==> src/binary_grid_neighbor_count_threshold_macros.svh <==
// Assertion macros shared by the grid neighbour count filter.
`ifndef BINARY_GRID_NEIGHBOR_COUNT_THRESHOLD_MACROS_SVH
`define BINARY_GRID_NEIGHBOR_COUNT_THRESHOLD_MACROS_SVH

// Consequent checked in the same cycle as the antecedent.
`define BGNCT_ASSERT_SAME(label, ante, cons, msg) \
	label: assert property (@(posedge clk) disable iff (!arst_n) (ante) |-> (cons)) \
		else $error(msg);

// Consequent checked in the cycle after the antecedent.
`define BGNCT_ASSERT_NEXT(label, ante, cons, msg) \
	label: assert property (@(posedge clk) disable iff (!arst_n) (ante) |=> (cons)) \
		else $error(msg);

`endif

==> src/bgnct_pkg.sv <==
// Shared types and constants of the grid neighbour count filter.
package bgnct_pkg;

	localparam int DEF_MAX_WIDTH = 256;

	localparam int RW_W  = 9;
	localparam int TH_W  = 4;
	localparam int TOT_W = 17;
	localparam logic [TOT_W-1:0] TOTAL_MAX = 17'h1FFFF;

	localparam int CFG_AW = 3;
	localparam int CFG_DW = 32;
	localparam logic [0:0] REG_ROW_WIDTH = 1'b0;
	localparam logic [0:0] REG_THRESHOLD = 1'b1;

	localparam logic [RW_W-1:0] ROW_WIDTH_RST = 9'd256;
	localparam logic [TH_W-1:0] THRESHOLD_RST = 4'd4;

	typedef struct packed {
		logic [RW_W-1:0] row_width;
		logic [TH_W-1:0] threshold;
	} cfg_t;

	// Broadcast to every cell of the chain.
	typedef struct packed {
		logic            write;
		logic            row_end;
		logic            frame_end;
		logic            occ;
		logic [TH_W-1:0] threshold;
	} cell_ctrl_t;

endpackage

==> src/bgnct_cell.sv <==
// One column of the line store: three row bits, window judgement, hit sum link.
module bgnct_cell #(
	parameter int MAX_WIDTH = bgnct_pkg::DEF_MAX_WIDTH,
	parameter int INDEX     = 0
) (
	input  logic                         clk,
	input  logic                         arst_n,
	input  bgnct_pkg::cell_ctrl_t        ctrl,
	input  logic [$clog2(MAX_WIDTH)-1:0] col,
	input  logic                         up_l,
	input  logic                         up_r,
	input  logic                         mid_l,
	input  logic                         mid_r,
	input  logic                         low_l,
	input  logic                         low_r,
	input  logic [$clog2(MAX_WIDTH)+1:0] pend_in,
	output logic                         up,
	output logic                         mid,
	output logic                         low,
	output logic [$clog2(MAX_WIDTH)+1:0] pend_out
);

	localparam int COL_W  = $clog2(MAX_WIDTH);
	localparam int PEND_W = COL_W + 2;

	logic              up_q;
	logic              mid_q;
	logic              low_q;
	logic              low_cur;
	logic [3:0]        cnt_m;
	logic [3:0]        cnt_l;
	logic              hit_m;
	logic              hit_l;
	logic [PEND_W-1:0] pend_q;

	// The incoming cell is visible to the window in the cycle it arrives.
	assign low_cur = (ctrl.write && col == COL_W'(INDEX)) ? ctrl.occ : low_q;

	assign cnt_m = 4'(up_l) + 4'(up_q) + 4'(up_r) + 4'(mid_l) + 4'(mid_r)
	             + 4'(low_l) + 4'(low_cur) + 4'(low_r);
	// Last row of the frame: nothing below it.
	assign cnt_l = 4'(mid_l) + 4'(mid_q) + 4'(mid_r) + 4'(low_l) + 4'(low_r);

	assign hit_m = (ctrl.row_end || ctrl.frame_end) && mid_q && (cnt_m < ctrl.threshold);
	assign hit_l = ctrl.frame_end && low_cur && (cnt_l < ctrl.threshold);

	always_ff @(posedge clk or negedge arst_n) begin
		if (!arst_n) begin
			up_q   <= 1'b0;
			mid_q  <= 1'b0;
			low_q  <= 1'b0;
			pend_q <= '0;
		end else begin
			// Hand the partial hit sum one column towards the sink.
			pend_q <= pend_in + PEND_W'(hit_m) + PEND_W'(hit_l);
			if (ctrl.frame_end) begin
				up_q  <= 1'b0;
				mid_q <= 1'b0;
				low_q <= 1'b0;
			end else if (ctrl.row_end) begin
				up_q  <= mid_q;
				mid_q <= low_cur;
				low_q <= 1'b0;
			end else begin
				low_q <= low_cur;
			end
		end
	end

	assign up       = up_q;
	assign mid      = mid_q;
	assign low      = low_cur;
	assign pend_out = pend_q;

endmodule

==> config.mk <==
export PLATFORM = sky130hd
export DESIGN_NAME = bgnct_cell
export DESIGN_NICKNAME = d
export VERILOG_FILES = /design/src/binary_grid_neighbor_count_threshold_macros.svh /design/src/bgnct_pkg.sv /design/src/bgnct_cell.sv
export SDC_FILE = /design/constraint.sdc
export NUM_CORES = 1
export LEC_CHECK = 0
export BUFFER_PORTS_ARGS = -buffer_cell sky130_fd_sc_hd__buf_2
export CORE_MARGIN = 2
export CORE_UTILIZATION = 48
export CTS_BUF_LIST = sky130_fd_sc_hd__clkbuf_16
export DETAILED_ROUTE_END_ITERATION = 8
export GPL_ROUTABILITY_DRIVEN = 0
export PLACE_DENSITY = 0.84
export SYNTH_ARGS = -nofsm -noshare
export SYNTH_HDL_FRONTEND = slang
export SYNTH_SLANG_ARGS = --single-unit
==> constraint.sdc <==
create_clock -name clk -period 8.1 [get_ports clk]
set_input_delay 1.62 -clock clk [delete_from_list [all_inputs] [get_ports clk]]
set_output_delay 1.62 -clock clk [all_outputs]
set_load 0.005 [all_outputs]
-- Word level (Yosys, flattened, before mapping)
Cells that the tools add are included.
- add/subtract/negate cells: 13
- $lt $le $gt $ge: 2
- multiplexer cells: 7
- reductions and logical operators: 8
- operator list (kind ; count):
    10-bit by 1-bit adder with 10-bit output ; 2
    4-bit by 1-bit adder with 4-bit output ; 5
    3-bit by 1-bit adder with 4-bit output ; 2
    8-bit logical NOT ; 1
    4-bit < comparator ; 2
    1-bit two-way mux ; 7
    2-bit by 1-bit adder with 3-bit output ; 2
    1-bit logical AND ; 5
    1-bit by 1-bit adder with 2-bit output ; 2
    2-bit nonzero test ; 1
    1-bit logical OR ; 1
- flip-flop bits (word level): 13
- bits of input ports: 34
- output and inout port bits: 13

-- Longest topological paths before layout
- depth after elaboration: 11
- depth in mapped cells: 16
- depth with buffers taken out: 16

-- Worst setup path before layout
No wires, ideal clock.
- kind: in2reg
- from: input port up_l
- to: register pend_q[5] (netlist: pend_out[5])
- library setup time: 0.122 ns
- data arrival time: 5.189 ns
- data required time: 7.978 ns
- slack: 2.789 ns
- cell stages on the path: 15
- buffers on the path: 0
- path through: inv_1 -> fa_1 -> fa_1 -> fa_1 -> inv_1 -> ha_1 -> fa_1 -> ha_1 -> a21o_1 -> a21o_1 -> a21oi_1 -> fa_1 -> and3_1 -> and3_1 -> xor2_1
- word-level cells in the longest chain between the ends: 11
- RTL lines (what ; RTL line ; source):
    start, declared ; bgnct_cell.sv:10 ; input logic up_l,
    1-bit by 1-bit adder with 2-bit output ; bgnct_cell.sv:39 ; assign cnt_m = 4'(up_l) + 4'(up_q) + 4'(up_r) + 4'(mid_l) + 4'(mid_r)
    2-bit by 1-bit adder with 3-bit output ; bgnct_cell.sv:39 ;
    3-bit by 1-bit adder with 4-bit output ; bgnct_cell.sv:39 ;
    4-bit by 1-bit adder with 4-bit output ; bgnct_cell.sv:39 ;
    4-bit by 1-bit adder with 4-bit output (3 in a row) ; bgnct_cell.sv:40 ; + 4'(low_l) + 4'(low_cur) + 4'(low_r);
    4-bit < comparator ; bgnct_cell.sv:44 ; assign hit_m = (ctrl.row_end || ctrl.frame_end) && mid_q && (cnt_m < ctrl.threshold);
    1-bit logical AND ; bgnct_cell.sv:44 ;
    10-bit by 1-bit adder with 10-bit output (2 in a row) ; bgnct_cell.sv:55 ; pend_q <= pend_in + PEND_W'(hit_m) + PEND_W'(hit_l);
    end signal, assigned ; bgnct_cell.sv:55 ;
    end, declared ; bgnct_cell.sv:34 ; logic [PEND_W-1:0] pend_q;
Every way passes these cells.
A chain may end at the register's enable or synchronous reset.

-- Worst setup path in the final report
- from: input port up_l
- to: register pend_q[8] (netlist: pend_out[8])
Same word-level chain as after synthesis.

==> metrics.sh <==
GRT_ANTENNA_BEFORE_REPAIR=0
FINAL_COMMON_CELL='buf_2'
SETUP_WS_PS=2730
CRIT_TYPE='input port to register'
INITIAL_UTILIZATION_PCT=52.06
FLOW.AREA_GROWTH_FROM_SYNTHESIS_PCT=37.06
WORSTMARGINPINSLEW_PS=384.4
STATUS='finished, final reports clean'
FINALINSTANCEAREA_UM2=1259
TIMING.FINAL.SETUP_VIOLATIONS=0
SLEW_HEADROOM_PCT=73.87
YOSYS_MOST_USED_DFF='dfrtp_1'
CORE_UM2=1764
DRTPASS1ITERATIONS=4
PRECTSSETUPSLACK_PS=2483
SUM_OF_NET_HALF_PERIMETERS_AFTER_DETAILED_PLACEMENT_MM=1.664
FINAL.SETUP.TNS_PS=0
RSZ0062_AT_GRT='no'
FIN_SKEW_PS=2.010
STATIC-LEAKAGE-POWER_nW=0.7113
SYNTH.CELL_AREA_UM2=918.4
DETAIL-ROUTE-ANTENNA-NETS=0
PLACEMENT_ROWS=15
ASYNCSETRESETFLOPFRACSYNTH_PCT=100.0
POST_SYNTH_INST_COUNT=86
CRITICAL_PATH.STARTPOINT_TYPE='input port'
FINAL.PERIOD_UTILIZATION_PCT=66.30
TIMING.CRITICAL_PATH.FANOUT_MAX=4
AVGVIACOUNTPERCELL=4.882
POSTSYNTHREGISTERBITS=13
CTS-ROOT-BUF='clkbuf_16'
FINAL.HOLD.WORST_SLACK_PS=579.4
HOLD_BUFFERS=0
YS_SEQ_AREA_SHARE_PCT=35.42
HOLD_PATH_CLASS='register to register'
OVERFLOW=0
WORST_EP_ARRIVAL_TIME_PS=5490
TIMING_HOLD_VIOLATIONS_FINAL=0
MAX_CAP_VIOL_COUNT=0
FP.DIEH_UM=47.74
DIE_W_UM=47.74
SYN_AREA_PER_CELL_UM2=10.68
BUFFER_COUNT_FROM_POST_CTS_SETUP_FIXING=0
CTS.HTREE.LEVELS=1
CLOCK.FMAX_MHz=186.2
SYNTH_CELL_TYPES=21
POST-ROUTE-DRC-COUNT=0
FLOORPLAN.DIE_AREA_UM2=2279
CTS_RESIZED=0
CLOCK_PATH_BUFFERS=2
LAYOUT_COMMON_CELLS='46 x buf_2, 16 x inv_1, 13 x dfrtp_1, 10 x ha_1, 7 x fa_1'
FINAL.MIN_CLOCK_PERIOD_PS=5370
FINAL_MAX_SLEW_VIOL_COUNT=0
TOTAL_PLACED_INSTANCE_AREA_UM2=1180
NETS=188
GRT_START_MAX_NET_PINS=14
GROUTE.USAGE.OVERALL_PCT=19.75
ROUTE.FINAL.WIRE_LENGTH_MM=1.933
SYNTH_FP_NETS=137
CLOCK-SINKS=13
IO-PIN-COUNT=47
LAYOUT-DRIVE-GT1-SHARE_PCT=36.76
ROUTE.VIAS.TOTAL=786
TOTAL_POWER_mW=0.2149
CTS_TREE='done'
CLK_PIN_SLEW_WORST_PATHS_PS=40
DRT-WIRELENGTH-PER-CELL_UM=12.01
PEAKVDDDROP_uV=142.5
CP_DATA_REQUIRED_TIME_PS=8220
NUM_ANTENNA_CELLS=0
FIRST_GLOBAL_VIAS=757
POWER.DENSITY_CELL_AREA_nW_PER_UM2=170.7
DRT_ITER0_DRC=12
PLACE.PORT_BUFFERS=46
CLK_LATENCY_PS=240
WORST_SETUP_PATH_END_KIND='register'
GRT_PASS1_WL_MM=3.070
CTS_BUFFERS=3
YS_WARN_COUNT=0
SYNTH_ENABLE_FLOP_CELLS=0
==> power breakdown <==
| part | switching [mW] | internal [mW] | leakage, nW | total (mW) |
|---|---|---|---|---|
| Combinational | 0.0275 | 0.0283 | 0.511 | 0.0557 |
| Sequential | 0.00129 | 0.0688 | 0.158 | 0.0701 |
| Clock | 0.0243 | 0.0648 | 0.0423 | 0.0891 |
| Total | 0.0530 | 0.162 | 0.711 | 0.215 |
==> metal layers <==
metal / wire, µm / GRT usage (%)
met1: 773 / 23.28
met2: 977 / 36.00
met3: 169 / 5.660
met4: 12 / 3.243
met5: 0 / 0
==> worst max-delay path, cell delays in order <==
cell,delay [ps]
buf_2,70
inv_1,40
fa_1,540
fa_1,420
fa_1,500
inv_1,50
ha_1,210
fa_1,460
ha_1,300
a21o_1,160
a21o_1,170
a21oi_1,170
fa_1,240
ha_1,260
nand3_1,140
xnor2_1,140
==> sequential cells by signal (all words and copies together), names as in the netlist <==
signal	count
low_q	1
mid	1
pend_out	10
up	1
==> cell families (layout without fill, tap and decap cells) <==
group	after synthesis	after routing	synth area share [%]
XOR/XNOR	9	9	8.584
adder cells (fa/ha/maj)	17	17	28.88
AND/OR/NAND/NOR	22	22	12.40
multiplexers	2	2	2.588
buffers and inverters	15	65	6.130
AO/OA/AOI/OAI	8	8	5.994
flip-flops	13	13	35.42
==> synth_stat cells (2+ instances only) <==
| library cell | instances | area, µm² |
|---|---|---|
| a21o_1 | 2 | 15.01 |
| ha_1 | 10 | 125.1 |
| fa_1 | 7 | 140.1 |
| xnor2_1 | 6 | 52.55 |
| a211oi_1 | 2 | 15.01 |
| xor2_1 | 3 | 26.28 |
| inv_1 | 15 | 56.30 |
| dfrtp_1 | 13 | 325.3 |
| and3_1 | 4 | 25.02 |
| nand3_1 | 6 | 30.03 |
| nand2b_1 | 2 | 12.51 |
| nor2_1 | 6 | 22.52 |
| a21oi_1 | 2 | 10.01 |
==> path summary, 6_finish.rpt <==
| check | end | start | slack, ps | cells past startpoint |
|---|---|---|---|---|
| worst max-delay path | pend_out[8] | up_l | 2730 | 16 |
| worst max register to register | pend_out[8] | up | 4300 | 14 |
| max in group asynchronous | pend_out[9] | arst_n | 6630 | 1 |
| min in group asynchronous | pend_out[0] | arst_n | 1260 | 1 |
| worst min-delay path | up | up | 580 | 2 |
| worst min register to register | up | up | 580 | 2 |
==> cell type report <==
type | instances | area [µm²]
Multi-Input combinational cell | 58 | 536.8
Sequential cell | 13 | 325.3
Clock inverter | 1 | 3.754
Tap cell | 25 | 31.28
Inverter | 15 | 56.30
Fill cell | 151 | 505.5
Timing Repair Buffer | 46 | 230.2
Clock buffer | 3 | 75.07
==> through the flow <==
stage	utilization [%]	cells
3_3_place_gp	66.88	157
5_1_grt	71.35	161
3_5_place_dp	66.88	157
2_1_floorplan	-	86
6_report	71.35	161
4_1_cts	71.35	161
(Power assumes the default switching activity.)
