File: config.mk
export PLATFORM = sky130hd
export DESIGN_NAME = bgnct_regs
export DESIGN_NICKNAME = d
export VERILOG_FILES = /design/src/binary_grid_neighbor_count_threshold_macros.svh /design/src/bgnct_pkg.sv /design/src/bgnct_regs.sv
export SDC_FILE = /design/constraint.sdc
export NUM_CORES = 1
export LEC_CHECK = 0
export BUFFER_PORTS_ARGS = -buffer_cell sky130_fd_sc_hd__buf_2
export CELL_PAD_IN_SITES_DETAIL_PLACEMENT = 0
export CELL_PAD_IN_SITES_GLOBAL_PLACEMENT = 2
export CORE_MARGIN = 8
export CORE_UTILIZATION = 17
export DETAILED_ROUTE_END_ITERATION = 6
export PLACE_DENSITY_LB_ADDON = 0.12
export SLEW_MARGIN = 10
export SYNTH_ARGS = -nofsm -noshare
export SYNTH_HDL_FRONTEND = slang
export SYNTH_SLANG_ARGS = --single-unit
export TNS_END_PERCENT = 5
File: constraint.sdc
create_clock -name clk -period 0.9 [get_ports clk]
set_input_delay 0.135 -clock clk [delete_from_list [all_inputs] [get_ports clk]]
set_output_delay 0.135 -clock clk [all_outputs]
set_load 0.01 [all_outputs]
File: src/binary_grid_neighbor_count_threshold_macros.svh
// Assertion macros shared by the grid neighbour count filter.
`ifndef BINARY_GRID_NEIGHBOR_COUNT_THRESHOLD_MACROS_SVH
`define BINARY_GRID_NEIGHBOR_COUNT_THRESHOLD_MACROS_SVH

// Consequent checked in the same cycle as the antecedent.
`define BGNCT_ASSERT_SAME(label, ante, cons, msg) \
	label: assert property (@(posedge clk) disable iff (!arst_n) (ante) |-> (cons)) \
		else $error(msg);

// Consequent checked in the cycle after the antecedent.
`define BGNCT_ASSERT_NEXT(label, ante, cons, msg) \
	label: assert property (@(posedge clk) disable iff (!arst_n) (ante) |=> (cons)) \
		else $error(msg);

`endif

File: src/bgnct_pkg.sv
// Shared types and constants of the grid neighbour count filter.
package bgnct_pkg;

	localparam int DEF_MAX_WIDTH = 256;

	localparam int RW_W  = 9;
	localparam int TH_W  = 4;
	localparam int TOT_W = 17;
	localparam logic [TOT_W-1:0] TOTAL_MAX = 17'h1FFFF;

	localparam int CFG_AW = 3;
	localparam int CFG_DW = 32;
	localparam logic [0:0] REG_ROW_WIDTH = 1'b0;
	localparam logic [0:0] REG_THRESHOLD = 1'b1;

	localparam logic [RW_W-1:0] ROW_WIDTH_RST = 9'd256;
	localparam logic [TH_W-1:0] THRESHOLD_RST = 4'd4;

	typedef struct packed {
		logic [RW_W-1:0] row_width;
		logic [TH_W-1:0] threshold;
	} cfg_t;

	// Broadcast to every cell of the chain.
	typedef struct packed {
		logic            write;
		logic            row_end;
		logic            frame_end;
		logic            occ;
		logic [TH_W-1:0] threshold;
	} cell_ctrl_t;

endpackage

File: src/bgnct_regs.sv
// Configuration registers behind the APB-style port.
module bgnct_regs (
	input  logic                           clk,
	input  logic                           arst_n,
	input  logic                           psel,
	input  logic                           penable,
	input  logic                           pwrite,
	input  logic [bgnct_pkg::CFG_AW-1:0]   paddr,
	input  logic [bgnct_pkg::CFG_DW-1:0]   pwdata,
	output logic [bgnct_pkg::CFG_DW-1:0]   prdata,
	output logic                           pready,
	output bgnct_pkg::cfg_t                cfg
);

	logic [0:0]      reg_idx;
	logic            wr_en;
	bgnct_pkg::cfg_t cfg_q;

	assign reg_idx = paddr[bgnct_pkg::CFG_AW-1:2];
	assign wr_en   = psel && penable && pwrite && pready;
	assign pready  = 1'b1;
	assign cfg     = cfg_q;

	always_ff @(posedge clk or negedge arst_n) begin
		if (!arst_n) begin
			cfg_q.row_width <= bgnct_pkg::ROW_WIDTH_RST;
			cfg_q.threshold <= bgnct_pkg::THRESHOLD_RST;
		end else if (wr_en) begin
			unique case (reg_idx)
				bgnct_pkg::REG_ROW_WIDTH: begin
					cfg_q.row_width <= pwdata[bgnct_pkg::RW_W-1:0];
				end
				bgnct_pkg::REG_THRESHOLD: begin
					cfg_q.threshold <= pwdata[bgnct_pkg::TH_W-1:0];
				end
				default: begin
				end
			endcase
		end
	end

	always_comb begin
		unique case (reg_idx)
			bgnct_pkg::REG_ROW_WIDTH: prdata = bgnct_pkg::CFG_DW'(cfg_q.row_width);
			bgnct_pkg::REG_THRESHOLD: prdata = bgnct_pkg::CFG_DW'(cfg_q.threshold);
			default:                  prdata = '0;
		endcase
	end

endmodule

Word-level counts from Yosys, hierarchy flattened. Cells that the tools add are included. Widths: inputs -> output; s select.

Mux-type cells: 1. Bitwise operators: 1. Reduce and logical (&&, ||, !) cells: 4.

Operators by type and width (count): $pmux 32 s2 (1); $reduce_and 2->1 (2); $logic_and 1x1->1 (2); $not 1->1 (1).

Bits in registers: 13. Input bits: 40. Output and inout bits: 46. Logic and storage cells: 8.

Longest topological paths before layout. Gate-level depths: netlist of the first run.

Depth in word-level cells: 3. Mapped depth: 3.

Worst setup path after synthesis of the first run. OpenSTA, ideal clock, no wires.

Path kind: flip-flop to output port. Start point: reg cfg_q (netlist bit cfg[12]). End point: out prdata[8] (netlist bit). Data arrival time: 0.755 ns. Required time: 0.765 ns. Path slack: 0.010 ns. Stages on the path, launching flop included: 2. Buffers on the path: 0. Path through: dfstp_2 nor2b_1.

Longest elaborated chain between the ends: 1.

RTL lines: start, declared (RTL line bgnct_regs.sv:17) `bgnct_pkg::cfg_t cfg_q;`; $pmux 32 s2 (RTL line bgnct_regs.sv:43) `unique case (reg_idx)`; end, declared (RTL line bgnct_regs.sv:10) `output logic [bgnct_pkg::CFG_DW-1:0] prdata,`.

Every way passes these cells. The select of a mux whose other input is x is not followed.

Final worst setup path of the first run.
Start point: reg cfg_q (netlist bit cfg[5]). End point: out prdata[1] (netlist bit).

The elaborated chain is that of the path after synthesis.

==> results of run 1 <==
power by group:
part | total (W) | internal (W) | leakage [nW] | switching [W]
Clock | 0.000512 | 0.000312 | 0.0228 | 0.000200
Combinational | 0.00100 | 0.000603 | 0.428 | 0.000397
Sequential | 0.000818 | 0.000730 | 0.153 | 0.0000880
Total | 0.00233 | 0.00165 | 0.604 | 0.000685
timing repair:
item | 4_1_cts | 5_1_grt
buffers inserted | 0 | 1
hold buffers | 1 | 0
endpoints found under the setup margin | 22 | 24
endpoints found under the hold margin | 11 | 0
gates resized for setup | 16 | 5
per-layer routing:
metal  global-route usage, %  vias up
li1                        -      257
met1                   6.127      265
met2                   9.614       36
met3                   4.785        2
met4                   2.826        0
met5                       0        -
final timing paths:
check / startpoint / to / cells past startpoint
max reg2reg: cfg[4] / cfg[4] / 2
min in group asynchronous: arst_n / cfg[9] / 2
min reg2reg: cfg[8] / cfg[8] / 1
min: pwdata[8] / cfg[12] / 2
max: cfg[5] / prdata[1] / 2
max in group asynchronous: arst_n / cfg[2] / 2
worst max-delay path, delay by kind of cell, from the launching register on:
kind / cells / cell delay [ns]
multiplexers: 1 / 0.29
buffers and inverters: 1 / 0.12
flip-flops: 1 / 0.38
cells by family after synthesis:
family	after synthesis
buffers and inverters	25
multiplexers	17
flip-flops	13
AND/OR/NAND/NOR	7
other	2
final cells by class:
class                      instances  area (um^2)
clock buffer                       4        45.04
fill                             480         3222
timing repair buffer              46        356.6
sequential                        13        327.8
tap                               52        65.06
multi-input combinational         48        367.9
metrics by stage:
step | setup TNS [ns] | setup WS [ns] | cells | instance area (um^2)
floorplan | 0 | 0.009765 | 86 | 864.6
global placement | -1.854 | -0.1427 | 157 | 982.2
detailed placement | -2.325 | -0.1720 | 157 | 982.2
CTS | -2.895 | -0.2854 | 162 | 1125
global route | -3.510 | -0.3083 | 163 | 1162
finish | -2.665 | -0.2682 | 163 | 1162
layout by cell type (no fill, tap or decap):
cell type,Yosys,layout
buf_4,25,6
dlygate4sd3_1,0,1
nor2b_1,5,4
nand4_2,1,1
clkbuf_1,0,1
nor2b_4,0,1
buf_2,0,22
dfstp_2,2,2
mux2_4,0,3
mux2_2,17,14
clkbuf_8,0,3
dfrtp_1,11,11
conb_1,2,24
nand4b_4,1,1
buf_6,0,17
==> summary.txt, run 1 <==
Route
  • Met3 wire len: 313 um
  • Detail Route met2 WL: roughly 1100 um
  • Antenna-violating nets left: 0
  • Number of vias per cell: between 3 and 4
  • Initial DRC Count: 12
  • Max layer used: met4
  • Post-route DRC: 0
  • DR vias: between 500 and 600
  • Routed wire length: between 2000 and 2500 um
  • M1 wire length: about 830 um
  • Average wire per standard cell: 13.77 um
  • Drt pass-1 iters: 2

STA
  • Worst setup margin: -0.2682 ns
  • Final Hold Vio Count: 0
  • Final setup viols: 18
  • WHS: 0.1290 ns
  • Final period util: 129.8%
  • Fmax: 856.0 MHz
  • Slew Viols, Final: 0
  • Final min period: about 1.2 ns
  • Worst Clk Skew: 0 ns
  • Unrepaired setup endpoints after global routing: true

Synthesis
  • Synth async-reset ratio: between 90% and 100%
  • Top cells by area, synth: dfrtp_1 (35%), mux2_2 (24%), buf_4 (24%)
  • Synth Register Bits: 13
  • Count leader, synth: buf_4
  • EDFF count, synth: 0
  • Post-synth top flop: dfrtp_1
  • Largest family of logic cells by synthesized area: multiplexers
  • Cell count after synthesis: 64
  • Adder-cell share of the synthesized area: 0%
  • Share of the yosys chip area belonging to registers: a little over two fifths
  • Mux share of post-synthesis cell area: around a quarter
  • Compound-gate portion of the synthesized area: 0%
  • Total of warnings raised by yosys: 0
  • Synth top cells by count: buf_4 (25), mux2_2 (17), dfrtp_1 (11), nor2b_1 (5)
  • Simple-Gate Fraction of Synth Area: 8.640%
  • Top-area cell type share of the netlist area: about a third
  • Mapped Avg Cell Area: about 12 um^2
  • Cell variety after synth: 8
  • Mapped cell area: roughly 780 um^2
  • Cell accounting for the most synthesized area: dfrtp_1
  • XOR/XNOR share of the synthesized area: 0%

Placement
  • IO Port Bufs: 36
  • Post-detail-place hpwl: around 1800 um
  • Final Wtd Congestion: approximately 0.68

Critical path
  • R2r setup slk: 0 ns
  • CP max stage delay: 0.38 ns
  • CP Data Arrival Time: around 1 ns
  • Crit-path cells: mux2_4 -> buf_6
  • WS Path Type: register to primary output
  • Crit-path slowest cell: dfrtp_1
  • Crit Path Max Fanout: 2
  • CP required: 0.76 ns
  • Startpoint types: register
  • Worst setup EP type: primary output

Floorplanning
  • Die area: about 7000 um^2
  • Initial Utilization: between 10% and 20%
  • Die width: roughly 84 um
  • Core footprint: between 4000 and 5000 um^2
  • Overall die height: 83.83 um
  • Ports: between 80 and 90
  • Num rows: 24

GRT
  • Largest net degree at the start of global routing: 14
  • First-pass GRT wire length: 3450 um
  • Vias in the first global route: about 640
  • Initial antenna violation count: 0
  • Global Route Usage Sum: around 6.3%
  • Overflow after GRT: 0

Hold path
  • Min-delay worst type: input pin to register

Power and ir drop
  • Max VDD drop: around 0.37 mV
  • Leakage: between 0.6 and 0.7 nW
  • Power Total: between 0.002 and 0.0025 W
  • Power Dens Cells: ~2000 nW/um^2

Clocking
  • H-tree levels: 1
  • TritonCTS clock tree: yes
  • TritonCTS Buffers: 3
  • Clock sink count: 13
  • Clk slew on worst S/H paths: around 0.060 ns
  • Clock Tree Buf Depth: 2
  • Worst-Skew Late Latency: approximately 0.24 ns
  • Clock tree root driver cell: clkbuf_8

Layout
  • ANT cells: 0
  • Util after Layout: between 20% and 30%
  • Area grow syn2layout: 48.64%
  • Final net count: 152
  • Share of layout cells above drive strength 1: between 60 and 70%
  • Max reg flops: 13

Run
  • Max Cap Viol: 0

Status
  • Failing checks: negative setup slack
  • Status: complete, but fails checks
(Power assumes the default switching activity.)
==> run 2: changes to the inputs <==
- ABC_CLOCK_PERIOD_IN_PS: default -> 1400
- CORE_UTILIZATION: 17 -> 18
- PLACE_DENSITY_LB_ADDON: 0.12 -> 0.1
- clock period: 0.9 -> 1.4 ns (I/O delays scaled with it)
==> run 2 against run 1 <==
  * The flow now finishes without violations
  * Final cell count decreased by 4.9%
  * Register-to-register slack better by 0.63 ns
  * Die area is 4.5% lower
  * Wire length is 9.3% lower
  * Sequential share of layout area grew 5.1 points
  * Clock-buffer cell count unchanged
  * Power shrank 46%
  * Core utilization fell by 3.4 points
  * Flip-flop and latch count stayed put
  * Non-clock buffer count decreased by 8
  * Critical endpoint is now prdata[3]
==> summary.txt, run 2 (same netlist as run 1, synthesis figures left out) <==
GRT
  • Vias in the first global route: 528 (-17%)
  • Largest net degree at the start of global routing: 14 (unchanged)
  • Initial antenna violation count: 0 (unchanged)
  • First-pass GRT wire length: 2829 um (-18%)
  • Global Route Usage Sum: 5.836% (-0.43 points)
  • Overflow after GRT: 0 (unchanged)

Clocking
  • Clk slew on worst S/H paths: 0.05 ns (about the same)
  • TritonCTS clock tree: yes
  • Clock sink count: 13 (unchanged)
  • H-tree levels: 1 (unchanged)
  • Clock Tree Buf Depth: 2 (unchanged)
  • Clock tree root driver cell: clkbuf_8
  • Worst-Skew Late Latency: 0.24 ns (about the same)
  • TritonCTS Buffers: 3 (unchanged)
  • Setup bufs post-CTS: 0 (unchanged)

STA
  • Final setup viols: 0 (-18)
  • Slew Viols, Final: 0 (unchanged)
  • Final Hold Vio Count: 0 (unchanged)
  • Worst Clk Skew: 0 ns (unchanged)
  • WHS: 0.1984 ns (+0.06941 ns)
  • Fmax: ~800 MHz
  • Unrepaired setup endpoints after global routing: false
  • Final min period: between 1 and 1.5 ns
  • Final period util: 89.40%
  • Fin Setup TNS: 0 ns (+2.665 ns)

Hold path
  • Min-delay worst type: input pin to register
  • Hold Crit Start: pwdata[7]

Layout
  • Max reg flops: 13 (unchanged)
  • ANT cells: 0 (unchanged)
  • Share of layout cells above drive strength 1: 59.22% (-3.8 points)
  • Most frequent cells in the layout: buf_2 (36), conb_1 (24), mux2_2 (17)
  • Area grow syn2layout: 25.92%
  • Register Area: 327.8 um^2 (unchanged)
  • Fill cells: 473 (-1.5%)
  • Commonest non-fill, non-tap cell in the layout: buf_2
  • Combined area of the multi-input logic cells: 349.1 um^2 (-5.1%)
  • Final net count: 144 (-5.3%)
  • Util after Layout: 23.09% (-3.4 points)

Placement
  • Final Wtd Congestion: 0.5957 (-12%)
  • IO Port Bufs: 36 (unchanged)
  • Post-detail-place hpwl: 1685 um (-8.4%)

Run
  • Max Cap Viol: 0 (unchanged)

Floorplanning
  • Die area: 6709 um^2 (-4.5%)
  • Core footprint: 4264 um^2 (-2.7%)
  • Overall die height: 81.91 um (-2.3%)
  • Initial Utilization: 18.34% (+0.50 points)
  • Die width: 81.91 um (-2.3%)
  • Ports: 86 (unchanged)
  • Num rows: 24 (unchanged)

Power and ir drop
  • P_sw: 0.0003886 W (-43%)
  • Internal power: 0.0008717 W (-47%)
  • Register share of total power: 41.3% (+6.2 points)
  • Leakage: 0.5191 nW (-14%)
  • Max VDD drop: 0.2317 mV (-37%)
  • Switching part of the total: 30.83% (+1.4 points)
  • Clock share of power: 26.4% (+4.4 points)
  • Power Dens Cells: 1280 nW/um^2 (-36%)
  • Part of the power in combinational logic: 32.3% (-11 points)

Route
  • Post-route DRC: 0 (unchanged)
  • DR vias: 518 (-7.5%)
  • Initial DRC Count: 12 (unchanged)
  • Number of vias per cell: 3.342 (-2.7%)
  • Routed wire length: 2036 um (-9.3%)
  • Drt pass-1 iters: 3 (+1)
  • Antenna-violating nets left: 0 (unchanged)
  • Average wire per standard cell: 13.14 um (-4.6%)

Critical path
  • CP Data Arrival Time: 1.04 ns (about the same)
  • R2r startpoint: cfg[1]
  • Worst setup EP type: primary output
  • WS Path Type: register to primary output
  • Startpoint types: register
  • Crit Path Max Fanout: 3 (+1)
  • CP required: 1.19 ns (+0.43 ns)
  • Crit path from: cfg[3]

Status
  • Status: complete, no violations
-- run 2: cell count changes in the layout (fill, tap and decap cells not counted) --
cell	previous run	this run
mux2_2	14	17
nor2b_4	1	0
mux2_4	3	0
buf_6	17	0
nor2b_1	4	5
buf_4	6	1
buf_2	22	36
-- run 2: power groups by stage --
| stage | logic, W | clock network (W) | registers (W) |
|---|---|---|---|
| after floorplan | 0.000235 | 0 | 0.000564 |
| after global placement | 0.000412 | 0 | 0.000526 |
| after detailed placement | 0.000413 | 0 | 0.000529 |
| after CTS | 0.000416 | 0.000352 | 0.000523 |
| after global routing | 0.000446 | 0.000371 | 0.000534 |
| final | 0.000407 | 0.000332 | 0.000521 |
-- run 2: area by class of cell --
type | count | area share [%]
multi-input combinational | 48 | 35.45
sequential | 13 | 33.29
timing repair buffer | 38 | 20.08
tap | 52 | 6.607
clock buffer | 4 | 4.574
-- run 2: path summary, 6_finish.rpt --
path,to,slack (ns),cells after the start
max in group asynchronous,cfg[12],0.71,2
max reg2reg,cfg[1],0.63,1
max,prdata[3],0.15,2
min in group asynchronous,cfg[10],0.40,2
min reg2reg,cfg[11],0.52,1
min,cfg[11],0.20,2
-- run 2: repair_timing --
| action | 4_1_cts | 5_1_grt |
|---|---|---|
| hold buffers | 1 | 0 |
| hold endpoints to repair | 11 | 0 |
| endpoints found under the setup margin | 0 | 0 |
| resized for setup | 0 | 0 |
-- run 2: metrics by stage --
stage               cells  cell area (um^2)  total power, W  setup WS [ns]
global placement      150             929.6       0.0009377         0.2114
finish                155             984.7        0.001260         0.1484
global route          155             984.7        0.001351         0.1037
floorplan              86             864.6       0.0007996         0.4348
detailed placement    150             929.6       0.0009418         0.1968
CTS                   155             984.7        0.001291         0.1391
-- run 2: worst max-delay path, cell delays in order, from the launching register on --
cell     delay, ns
dfrtp_1       0.39
mux2_2        0.27
buf_2         0.14
-- run 2: metal layers --
layer / vias to the layer above / track usage [%] / wire length (um)
li1: 244 / - / -
met1: 239 / 5.909 / 703
met2: 31 / 9.708 / 1043
met3: 4 / 2.516 / 258
met4: 0 / 3.684 / 30
met5: - / 0 / 0
==> run 3: changes to the inputs <==
- CORE_MARGIN: 8 -> 5
==> run 3 against run 2 <==
  * Maximum frequency rose by 0.87%
  * Combinational power about the same
  * Hold slack better by 0.00099 ns
  * Final area unchanged
  * Critical endpoint unchanged
  * Highest routed layer unchanged
==> summary.txt, run 3 (same netlist as run 1, synthesis figures left out) <==
GRT
  • Vias in the first global route: 585 (+11%)
  • Largest net degree at the start of global routing: 14 (unchanged)
  • Global Route Usage Sum: 6.573% (+0.74 points)
  • Overflow after GRT: 0 (unchanged)
  • First-pass GRT wire length: 3036 um (+7.3%)
  • Initial antenna violation count: 0 (unchanged)

Route
  • Average wire per standard cell: 11.94 um (-9.1%)
  • Number of vias per cell: 3.452 (+3.3%)
  • Initial DRC Count: 6 (-6)
  • DR vias: 535 (+3.3%)
  • Drt pass-1 iters: 2 (-1)
  • Antenna-violating nets left: 0 (unchanged)
  • Post-route DRC: 0 (unchanged)
  • Routed wire length: 1850 um (-9.1%)

Power and ir drop
  • Leakage: 0.5191 nW (unchanged)
  • Power Total: 0.001261 W (about the same)
  • Power Dens Cells: 1280 nW/um^2 (about the same)
  • Max VDD drop: 0.2474 mV (+6.8%)

Layout
  • Fill cells: 483 (+2.1%)
  • Combined area of the multi-input logic cells: 349.1 um^2 (unchanged)
  • Share of layout cells above drive strength 1: 59.22% (unchanged)
  • Area grow syn2layout: 25.92% (unchanged)
  • Register Area: 327.8 um^2 (unchanged)
  • Final net count: 144 (unchanged)
  • Most frequent cells in the layout: buf_2 (36), conb_1 (24), mux2_2 (17)
  • Commonest non-fill, non-tap cell in the layout: buf_2
  • Max reg flops: 13 (unchanged)
  • Post-route insts no fill: 155 (unchanged)
  • ANT cells: 0 (unchanged)

STA
  • Worst setup margin: 0.1592 ns (+0.01073 ns)
  • WHS: 0.1994 ns (+0.0009950 ns)
  • Worst Clk Skew: 0 ns (unchanged)
  • Fmax: 805.9 MHz (+0.87%)
  • Slew Viols, Final: 0 (unchanged)
  • Fin Setup TNS: 0 ns (unchanged)
  • Final Hold Vio Count: 0 (unchanged)
  • Final setup viols: 0 (unchanged)
  • Final period util: 88.63% (-0.77 points)
  • Final min period: 1.241 ns (-0.01073 ns)
  • Unrepaired setup endpoints after global routing: false

Placement
  • IO Port Bufs: 36 (unchanged)
  • Pre-CTS setup slack: 0.1614 ns (-0.03537 ns)
  • Final Wtd Congestion: 0.6048 (+1.5%)
  • Number of placed instances with taps included: 150 (unchanged)
  • Post-detail-place hpwl: 1502 um (-11%)

Critical path
  • Crit-path slowest cell: dfrtp_1
  • WP buf/inv: 1 (unchanged)
  • CP required: 1.19 ns (about the same)
  • Crit-path cells: mux2_2 -> buf_2
  • WS Path Type: register to primary output
  • Startpoint types: register
  • R2r setup slk: 0.64 ns (about the same)
  • Worst setup EP type: primary output
  • Crit Path Max Fanout: 3 (unchanged)
  • CP max stage delay: 0.39 ns (about the same)
  • Top Family by Delay on Critical Path: flip-flops
  • CP Data Arrival Time: 1.03 ns (about the same)

Clocking
  • TritonCTS clock tree: yes
  • Setup bufs post-CTS: 0 (unchanged)
  • H-tree levels: 1 (unchanged)
  • Clock tree root driver cell: clkbuf_8
  • TritonCTS Buffers: 3 (unchanged)
  • Clock sink count: 13 (unchanged)
  • Clk slew on worst S/H paths: 0.06 ns (about the same)
  • Worst-Skew Late Latency: 0.24 ns (about the same)
  • Clock Tree Buf Depth: 2 (unchanged)

Hold path
  • Min-delay worst type: input pin to register

Floorplanning
  • Core footprint: 4294 um^2 (+0.70%)
  • Die area: 5762 um^2 (-14%)
  • Ports: 86 (unchanged)
  • Overall die height: 75.91 um (-7.3%)
  • Num rows: 24 (unchanged)
  • Die width: 75.91 um (-7.3%)
  • Initial Utilization: 18.21% (-0.13 points)

Status
  • Status: complete, no violations

Run
  • Max Cap Viol: 0 (unchanged)
run 3: power by group:
| part | internal [W] | switching, W |
|---|---|---|
| combinational | 0.000202 | 0.000204 |
| clock | 0.000201 | 0.000133 |
| sequential | 0.000469 | 0.0000519 |
run 3: layout make-up:
type                            count  area share, %
Timing Repair Buffer               38          20.08
Multi-Input combinational cell     48          35.45
Sequential cell                    13          33.29
Clock buffer                        4          4.574
Tap cell                           52          6.607
run 3: routing by layer:
layer | up-vias | global-route usage (%) | part of all wire, %
met5 | - | 0 | 0
met4 | 0 | 2.135 | 1.5
met3 | 5 | 3.436 | 13
met2 | 41 | 10.36 | 44
met1 | 247 | 7.620 | 41
li1 | 242 | - | -
run 3: final timing paths:
kind                                start   endpoint  cells past startpoint
worst min-delay path            pwdata[6]    cfg[10]                      2
min in group asynchronous          arst_n     cfg[9]                      2
worst max-delay path               cfg[7]  prdata[3]                      2
worst min register to register     cfg[4]     cfg[4]                      1
worst max register to register     cfg[7]     cfg[7]                      1
max in group asynchronous          arst_n     cfg[2]                      2
run 3: what timing repair did:
item,4_1_cts,5_1_grt
resized for setup,0,0
hold buffers,1,0
endpoints found under the hold margin,11,0
run 3: through the flow:
step	area, um^2	util [%]
CTS	984.7	22.93
global route	984.7	22.93
floorplan	864.6	-
global placement	929.6	21.65
finish	984.7	22.93
detailed placement	929.6	21.65
